--- src/hw/rtl/stable_priority_work_queue_unit_defines.svh ---
// ----------------------------------------------------------------------------
// Stable priority work queue assertion macros
// Shared concurrent assertion helpers, compiled out for synthesis.
// ----------------------------------------------------------------------------
`ifndef STABLE_PRIORITY_WORK_QUEUE_UNIT_DEFINES_SVH
`define STABLE_PRIORITY_WORK_QUEUE_UNIT_DEFINES_SVH

`ifndef SYNTHESIS
// Checked only outside reset.
`define SPWQ_ASSERT(label, prop) \
  label: assert property (@(posedge clk_i) disable iff (!rst_ni) (prop)) \
    else $error("spwq assertion failed");
// Checked at every edge, reset included.
`define SPWQ_ASSERT_ALWAYS(label, prop) \
  label: assert property (@(posedge clk_i) (prop)) \
    else $error("spwq assertion failed");
`else
`define SPWQ_ASSERT(label, prop)
`define SPWQ_ASSERT_ALWAYS(label, prop)
`endif

`endif

--- src/hw/rtl/spwq_pkg.sv ---
// ----------------------------------------------------------------------------
// Stable priority work queue package
// Transaction types, entry type and cell control shared by the queue files.
// ----------------------------------------------------------------------------
package spwq_pkg;

  localparam int unsigned PriorityBits = 8;
  localparam int unsigned WordBits     = 32;
  localparam int unsigned OccBits      = 4;

  localparam logic OpEnqueue = 1'b0;
  localparam logic OpDequeue = 1'b1;

  localparam logic StatusOk   = 1'b0;
  localparam logic StatusFail = 1'b1;

  typedef struct packed {
    logic                    opcode;
    logic [PriorityBits-1:0] priority_req;
    logic [WordBits-1:0]     handler;
    logic [WordBits-1:0]     argument;
  } req_t;

  typedef struct packed {
    logic                    status;
    logic [PriorityBits-1:0] out_priority;
    logic [WordBits-1:0]     out_handler;
    logic [WordBits-1:0]     out_argument;
    logic [OccBits-1:0]      occupancy;
  } rsp_t;

  typedef struct packed {
    logic                    valid;
    logic [PriorityBits-1:0] prio;
    logic [WordBits-1:0]     handler;
    logic [WordBits-1:0]     argument;
  } entry_t;

  // Broadcast to every cell; only set for a transaction that succeeds.
  typedef struct packed {
    logic enq;
    logic deq;
  } cell_ctrl_t;

endpackage

--- src/hw/rtl/spwq_cell.sv ---
// ----------------------------------------------------------------------------
// Stable priority work queue cell
// One slot of the sorted chain: holds, shifts in from either side, or loads.
// ----------------------------------------------------------------------------
module spwq_cell import spwq_pkg::*; (
  input  logic       clk_i,
  input  logic       rst_ni,
  input  cell_ctrl_t ctrl_i,
  input  entry_t     new_i,
  input  entry_t     left_i,
  input  logic       left_gt_i,
  input  entry_t     right_i,
  output entry_t     entry_o,
  output logic       gt_o
);

  logic                    valid_q, valid_d;
  logic [PriorityBits-1:0] prio_q, prio_d;
  logic [WordBits-1:0]     handler_q, handler_d;
  logic [WordBits-1:0]     argument_q, argument_d;

  // Slot lies at or behind the insertion point.
  assign gt_o = !valid_q || (prio_q > new_i.prio);

  always_comb begin
    priority if (ctrl_i.enq && gt_o && !left_gt_i) begin
      valid_d    = 1'b1;
      prio_d     = new_i.prio;
      handler_d  = new_i.handler;
      argument_d = new_i.argument;
    end else if (ctrl_i.enq && gt_o) begin
      valid_d    = left_i.valid;
      prio_d     = left_i.prio;
      handler_d  = left_i.handler;
      argument_d = left_i.argument;
    end else if (ctrl_i.deq) begin
      valid_d    = right_i.valid;
      prio_d     = right_i.prio;
      handler_d  = right_i.handler;
      argument_d = right_i.argument;
    end else begin
      valid_d    = valid_q;
      prio_d     = prio_q;
      handler_d  = handler_q;
      argument_d = argument_q;
    end
  end

  always_ff @(posedge clk_i or negedge rst_ni) begin
    if (!rst_ni) begin
      valid_q <= 1'b0;
    end else begin
      valid_q <= valid_d;
    end
  end

  always_ff @(posedge clk_i) begin
    prio_q     <= prio_d;
    handler_q  <= handler_d;
    argument_q <= argument_d;
  end

  assign entry_o = '{valid: valid_q, prio: prio_q, handler: handler_q, argument: argument_q};

endmodule

--- src/hw/rtl/stable_priority_work_queue_unit.sv ---
// ----------------------------------------------------------------------------
// Stable priority work queue
// Bounded sorted queue; equal priorities leave in arrival order.
// ----------------------------------------------------------------------------
//  channel | direction | handshake               | payload
//  --------+-----------+-------------------------+------------------------
//  in      | input     | in_valid_i / in_ready_o | in_data_i  (req_t)
//  out     | output    | out_valid_o/ out_ready_i| out_data_o (rsp_t)
//
// One transaction per cycle: every cell compares against the incoming
// priority and shifts or loads in the same cycle, so the chain update sets
// the rate. The response is registered and appears in the cycle after accept.
// A waiting response stalls input only when out_ready_i is low.
// Reset clears the cell valid bits and the fill count; no clearing pass.
// ----------------------------------------------------------------------------
`include "stable_priority_work_queue_unit_defines.svh"

module stable_priority_work_queue_unit import spwq_pkg::*; #(
  parameter int unsigned DEPTH = 12
) (
  input  logic clk_i,
  input  logic rst_ni,
  input  logic in_valid_i,
  output logic in_ready_o,
  input  req_t in_data_i,
  output logic out_valid_o,
  input  logic out_ready_i,
  output rsp_t out_data_o
);

  localparam int unsigned CntW = $clog2(DEPTH + 1);

  entry_t                cells [DEPTH];
  logic   [DEPTH-1:0]    gt;
  logic   [DEPTH-1:0]    valid_vec;
  entry_t                new_entry;
  entry_t                empty_entry;
  cell_ctrl_t            ctrl;
  logic                  in_acc;
  logic                  full, empty;
  logic   [CntW-1:0]     count_q, count_d;
  logic                  res_valid_q, res_valid_d;
  rsp_t                  res_q, res_d;

  // Response register parts the two sides; refill while it drains.
  assign in_ready_o = !res_valid_q || out_ready_i;
  assign in_acc     = in_valid_i && in_ready_o;

  assign full  = cells[DEPTH-1].valid;
  assign empty = !cells[0].valid;

  assign new_entry   = '{valid: 1'b1, prio: in_data_i.priority_req,
                         handler: in_data_i.handler, argument: in_data_i.argument};
  assign empty_entry = '{valid: 1'b0, prio: '0, handler: '0, argument: '0};

  assign ctrl.enq = in_acc && (in_data_i.opcode == OpEnqueue) && !full;
  assign ctrl.deq = in_acc && (in_data_i.opcode == OpDequeue) && !empty;

  // The chain: slot 0 is the head.
  for (genvar i = 0; i < DEPTH; i++) begin : g_cell
    entry_t left_e, right_e;
    logic   left_gt;
    if (i == 0) begin : g_head
      assign left_e  = empty_entry;
      assign left_gt = 1'b0;
    end else begin : g_mid
      assign left_e  = cells[i-1];
      assign left_gt = gt[i-1];
    end
    if (i == DEPTH - 1) begin : g_tail
      assign right_e = empty_entry;
    end else begin : g_body
      assign right_e = cells[i+1];
    end

    spwq_cell u_cell (
      .clk_i     (clk_i),
      .rst_ni    (rst_ni),
      .ctrl_i    (ctrl),
      .new_i     (new_entry),
      .left_i    (left_e),
      .left_gt_i (left_gt),
      .right_i   (right_e),
      .entry_o   (cells[i]),
      .gt_o      (gt[i])
    );
    assign valid_vec[i] = cells[i].valid;
  end

  // Fill count tracks the valid run for the occupancy field.
  always_comb begin
    count_d = count_q;
    if (ctrl.enq) begin
      count_d = count_q + CntW'(1);
    end else if (ctrl.deq) begin
      count_d = count_q - CntW'(1);
    end
  end

  always_comb begin
    res_d = '{status: StatusOk, out_priority: '0, out_handler: '0,
              out_argument: '0, occupancy: OccBits'(count_d)};
    if (in_data_i.opcode == OpEnqueue) begin
      if (full) begin
        res_d.status = StatusFail;
      end
    end else begin
      if (empty) begin
        res_d.status = StatusFail;
      end else begin
        res_d.out_priority = cells[0].prio;
        res_d.out_handler  = cells[0].handler;
        res_d.out_argument = cells[0].argument;
      end
    end
  end

  always_comb begin
    res_valid_d = res_valid_q;
    if (in_acc) begin
      res_valid_d = 1'b1;
    end else if (out_ready_i) begin
      res_valid_d = 1'b0;
    end
  end

  always_ff @(posedge clk_i or negedge rst_ni) begin
    if (!rst_ni) begin
      count_q     <= '0;
      res_valid_q <= 1'b0;
    end else begin
      count_q     <= count_d;
      res_valid_q <= res_valid_d;
    end
  end

  always_ff @(posedge clk_i) begin
    if (in_acc) begin
      res_q <= res_d;
    end
  end

  assign out_valid_o = res_valid_q;
  assign out_data_o  = res_q;

  // Checks
  `SPWQ_ASSERT(a_count_matches, count_q == CntW'($countones(valid_vec)))
  `SPWQ_ASSERT(a_valid_contiguous, (valid_vec & (valid_vec + DEPTH'(1))) == '0)
  `SPWQ_ASSERT(a_deq_shrinks, ctrl.deq |=> count_q == $past(count_q) - CntW'(1))
  `SPWQ_ASSERT(a_enq_grows, ctrl.enq |=> count_q == $past(count_q) + CntW'(1))

endmodule
--- config.mk ---
export PLATFORM = sky130hd
export DESIGN_NAME = stable_priority_work_queue_unit
export DESIGN_NICKNAME = d
export VERILOG_FILES = /design/src/hw/rtl/spwq_pkg.sv /design/src/hw/rtl/spwq_cell.sv /design/src/hw/rtl/stable_priority_work_queue_unit.sv
export VERILOG_INCLUDE_DIRS = /design/src /design/src/hw/rtl
export SDC_FILE = /design/constraint.sdc
export NUM_CORES = 2
export LEC_CHECK = 0
export BUFFER_PORTS_ARGS = -buffer_cell sky130_fd_sc_hd__clkbuf_2
export CAP_MARGIN = 20
export CORE_MARGIN = 3
export CORE_UTILIZATION = 30
export DETAILED_ROUTE_END_ITERATION = 10
export GPL_TIMING_DRIVEN = 0
export PLACE_DENSITY = 0.46
export SYNTH_ARGS = -nofsm -noshare
export SYNTH_HDL_FRONTEND = slang
export SYNTH_SLANG_ARGS = --single-unit
--- constraint.sdc ---
create_clock -name clk_i -period 9.9 [get_ports clk_i]
set_input_delay 1.98 -clock clk_i [delete_from_list [all_inputs] [get_ports clk_i]]
set_output_delay 1.98 -clock clk_i [all_outputs]
set_load 0.01 [all_outputs]
==> out/qor.log <==
[yosys] proportion of synthesized chip area in sequential cells 58.67%
[place] post-detailed-placement half-perimeter wirelength 118,200 µm
[detailed_routing] detailed-route via count 33.51k
[clock_tree] cts-stage hold buffer count 0
[critical_path] end of the worst register-to-register path g_cell[10].u_cell.handler_q[18]
[clock_tree] total clock buffers created by CTS 113
[timing] headroom to the max-slew limit 34.88%
[clock_tree] worst-skew pair later-pin latency 0.74 ns
[critical_path] kind of end point of the critical path flop
[place] Port-buffer cells 155
[global_route] wire length of the first global-routing pass 245,500 µm
[yosys] Post-Synthesis Cells 3,947
[clock_tree] clock root buffer sky130_fd_sc_hd__clkbuf_16
[detailed_routing] drt initial violations 2,770
[run] count of max-cap constraint violations 0
[global_route] via count of the first global-routing pass 34.72k
[critical_path] number of buffer and inverter stages on the critical path 7
[detailed_routing] number of iterations in the first detailed-routing pass 6
[timing] final count of negative-setup-slack endpoints 0
[global_route] initial antenna violation count 12
[yosys] simple-gate share of the synthesized area 7.059%
[floorplan] core area 161,300 µm²
[clock_tree] htree depth 3
[critical_path] worst setup path startpoint in_data_i[71]
[min_path] end point of the worst hold path count_q[3]
[place] routability congestion estimate 0.8382
[detailed_routing] post-DR vias/cell 5.168
[clock_tree] TritonCTS clock tree done
[timing] clock period minus final worst setup slack 6.547 ns
[timing] share of the clock period used by the worst path after layout 66.13%
[yosys] Warnings, synthesis 0
[yosys] mean instance size in the synthesized netlist 12.39 µm²
[floorplan] effective utilization at floorplan 30.31%
[timing] actual transition at the worst max-transition pin 0.9768 ns
[timing] final hold vios 0
[floorplan] DIE WIDTH 409.7 µm
[timing] hold_ws 0.4703 ns
[critical_path] worst endpoint required time 10.28 ns
[min_path] origin of the worst min-delay path count_q[3]
[yosys] multiplexer area fraction after synthesis 18.57%
[timing] accumulated negative setup slack 0 ns
[yosys] Unique masters post-synth 47
[critical_path] maximum fanout along the worst path 43
[place] number of placed instances with taps included 6,279
[timing] Highest Clock Rate 152.7 MHz
[final_layout] most common library cell in the layout ignoring fill and taps sky130_fd_sc_hd__edfxtp_1
[yosys] main combinational cell family by area after synthesis multiplexers
[final_layout] fraction of layout cells with a size suffix above 1 16.42%
[yosys] share of async-settable or async-resettable flops after synthesis 1.775%
[min_path] type of the tightest min-delay check reg -> reg
[yosys] fraction of the mapped netlist area in adder cells 2.304%
[final_layout] area delta synth->final 15.23%
[pwr] IR Drop Worst-Case VDD 136.7 µV
[detailed_routing] Avg WL per Cell 26.23 µm
[yosys] synthesized netlist net count 4,114
[clock_tree] buffer depth of the longest clock path 3
[yosys] Synth Flop Type sky130_fd_sc_hd__edfxtp_1
[critical_path] type of the worst setup path in -> reg
[floorplan] Site Rows 147
[yosys] area of the mapped netlist 48,880 µm²
[detailed_routing] Post-DRT Antenna Nets 0
[min_path] number of cells on the worst hold path 1
[critical_path] crit path max-delay cell type sky130_fd_sc_hd__buf_2
[final_layout] final cell count without fillers 6,483
[timing] Setup Skew 0.03418 ns
[floorplan] die boundary height 409.7 µm
[timing] final number of max-transition violations 0
[critical_path] register-to-register path setup slack 5.40 ns
[critical_path] path depth of the worst reg2reg path 10
[clock_tree] # clock sinks 958
[yosys] Post-synth EDFFs 941
[critical_path] WP data arrival 6.93 ns
[global_route] maximum number of pins on one net before global-route repair 54
[yosys] flip-flop and latch count after synthesis 958
[clock_tree] clock slew at reported path FFs 0.06 ns
[clock_tree] number of gates resized after cts 0
[floorplan] Die ar. 167,800 µm²
[final_layout] number of nets in the layout 4,401
[critical_path] Critical Path Source Type input port
[pwr] Pwr per Cell Area 250.4 nW/µm²
[final_layout] Final Core Density 34.92%
[status] status completed
[yosys] area fraction in compound gates after synthesis 9.406%
[yosys] post-synthesis share of cell area spent on xor and xnor gates 0.05375%
[critical_path] critical path, cell by cell clkbuf_2 -> clkbuf_1 -> inv_1 -> ha_1 -> nand4_1 -> a21oi_1 -> o22ai_1 -> a21oi_1 -> buf_2 -> buf_2 -> buf_4 -> nand2b_4 -> buf_16
[pwr] Tot Pwr 0.01411 W
[detailed_routing] number of design rule violations left after detail routing 0
[global_route] total routing resource utilization after global routing 19.77%
[timing] RSZ-0062 raised after global routing no
[critical_path] reg-to-reg startpoint g_cell[10].u_cell.prio_q[7]
[critical_path] CP delay by family, top buffers and inverters
[detailed_routing] total wire length after detailed routing 170,000 µm
[global_route] overflow left after global routing 0
[critical_path] highest cell delay on the worst timing path 0.60 ns
[final_layout] top library cells by usage in the layout, fill and taps aside 941 x sky130_fd_sc_hd__edfxtp_1, 669 x sky130_fd_sc_hd__nand2_1, 649 x sky130_fd_sc_hd__o21ai_0, 648 x sky130_fd_sc_hd__mux2i_1, 201 x sky130_fd_sc_hd__clkbuf_1
[clock_tree] count of buffers added by post-CTS timing repair for setup 0
[pwr] LEAKAGE 20.61 nW
[floorplan] boundary pin count 156
[where the power goes]
group	switching [W]	leakage [nW]	internal, W
Combinational	0.00258	9.87	0.00151
Sequential	0.000416	9.05	0.00556
Clock	0.00177	1.69	0.00227
Total	0.00478	20.6	0.00933
[sequential cells by signal, indices dropped and copies added, names as in the netlist]
name,cells
out_data_o,77
g_cell.u_cell.valid_q,12
out_valid_o,1
g_cell.u_cell.handler_q,384
g_cell.u_cell.argument_q,384
g_cell.u_cell.prio_q,96
count_q,4
[Yosys cell counts, drive strengths merged, types with 3 or more instances]
cell	instances	area [µm²]
dfrtp	17	425.4
o22ai	3	18.77
o221ai	7	61.31
xnor2	3	26.28
ha	90	1126
nand2	681	2559
nand4	15	93.84
edfxtp	941	28260
nor2	15	56.30
clkbuf	178	671.9
or3	11	73.82
o21ai	675	3378
nand3	10	50.05
a22o	73	639.4
o31ai	8	73.82
o211ai	6	45.04
nor2b	11	68.82
and3	72	450.4
nand2b	11	71.32
o21bai	8	60.06
mux2	210	2590
inv	30	112.6
buf	171	1140
a211oi	10	75.07
a21oi	28	143.9
mux2i	648	6486
o311ai	8	70.07
[kinds of logic (layout without fill, tap and decap cells)]
family,count (synthesis),count (layout)
buffers and inverters,379,750
xor gates and xnor gates,3,3
adders and majority gates,90,90
and+or+nand+nor,830,830
other,0,5
DFF,958,958
muxes,858,858
AOI/OAI and AO/OA,829,829
[stage by stage]
step / area (µm²) / setup WS (ns)
after detailed placement: 52880 / 2.575
after floorplan: 48880 / 3.789
final: 56330 / 3.353
after global placement: 52360 / -0.4130
after CTS: 56320 / 3.342
after global routing: 56320 / 3.175
[final cells by class]
class                   count  area [µm²]
diodes                      5       12.51
clock buffers             141        2975
fillers                 16100      105000
multi-input cells        2610       18370
well taps                2160        2703
flip-flops and latches    958       28680
inverters                  30       115.1
clock inverters            58       462.9
plain buffers             349        1814
repair buffers            172        1199
[worst reg2reg max path, delay by kind of cell (launching register included)]
family	cells	cell delay [ns]
compound gates	3	0.62
fa+ha+maj	1	0.36
buf+inv	4	1.92
flops	1	0.47
simple gates	2	0.73
[per-layer routing]
layer	track usage, %	wire (µm)	up-vias
met4	5.196	4426	4
met3	3.235	9020	226
li1	-	-	15260
met2	32.14	78700	940
met5	0	31	-
met1	27.33	77850	17080
[worst max path at each step]
stage | endpoint | slack [ns] | cells after the start
after floorplan | g_cell[10].u_cell.argument_q[0] | 3.79 | 12
after global placement | g_cell[10].u_cell.argument_q[16] | -0.41 | 12
after detailed placement | g_cell[10].u_cell.handler_q[21] | 2.57 | 13
after CTS | g_cell[10].u_cell.handler_q[14] | 3.34 | 13
after global routing | g_cell[10].u_cell.handler_q[18] | 3.17 | 13
final | g_cell[10].u_cell.handler_q[18] | 3.35 | 13
No activity file was read; power rests on OpenSTA's default activity.
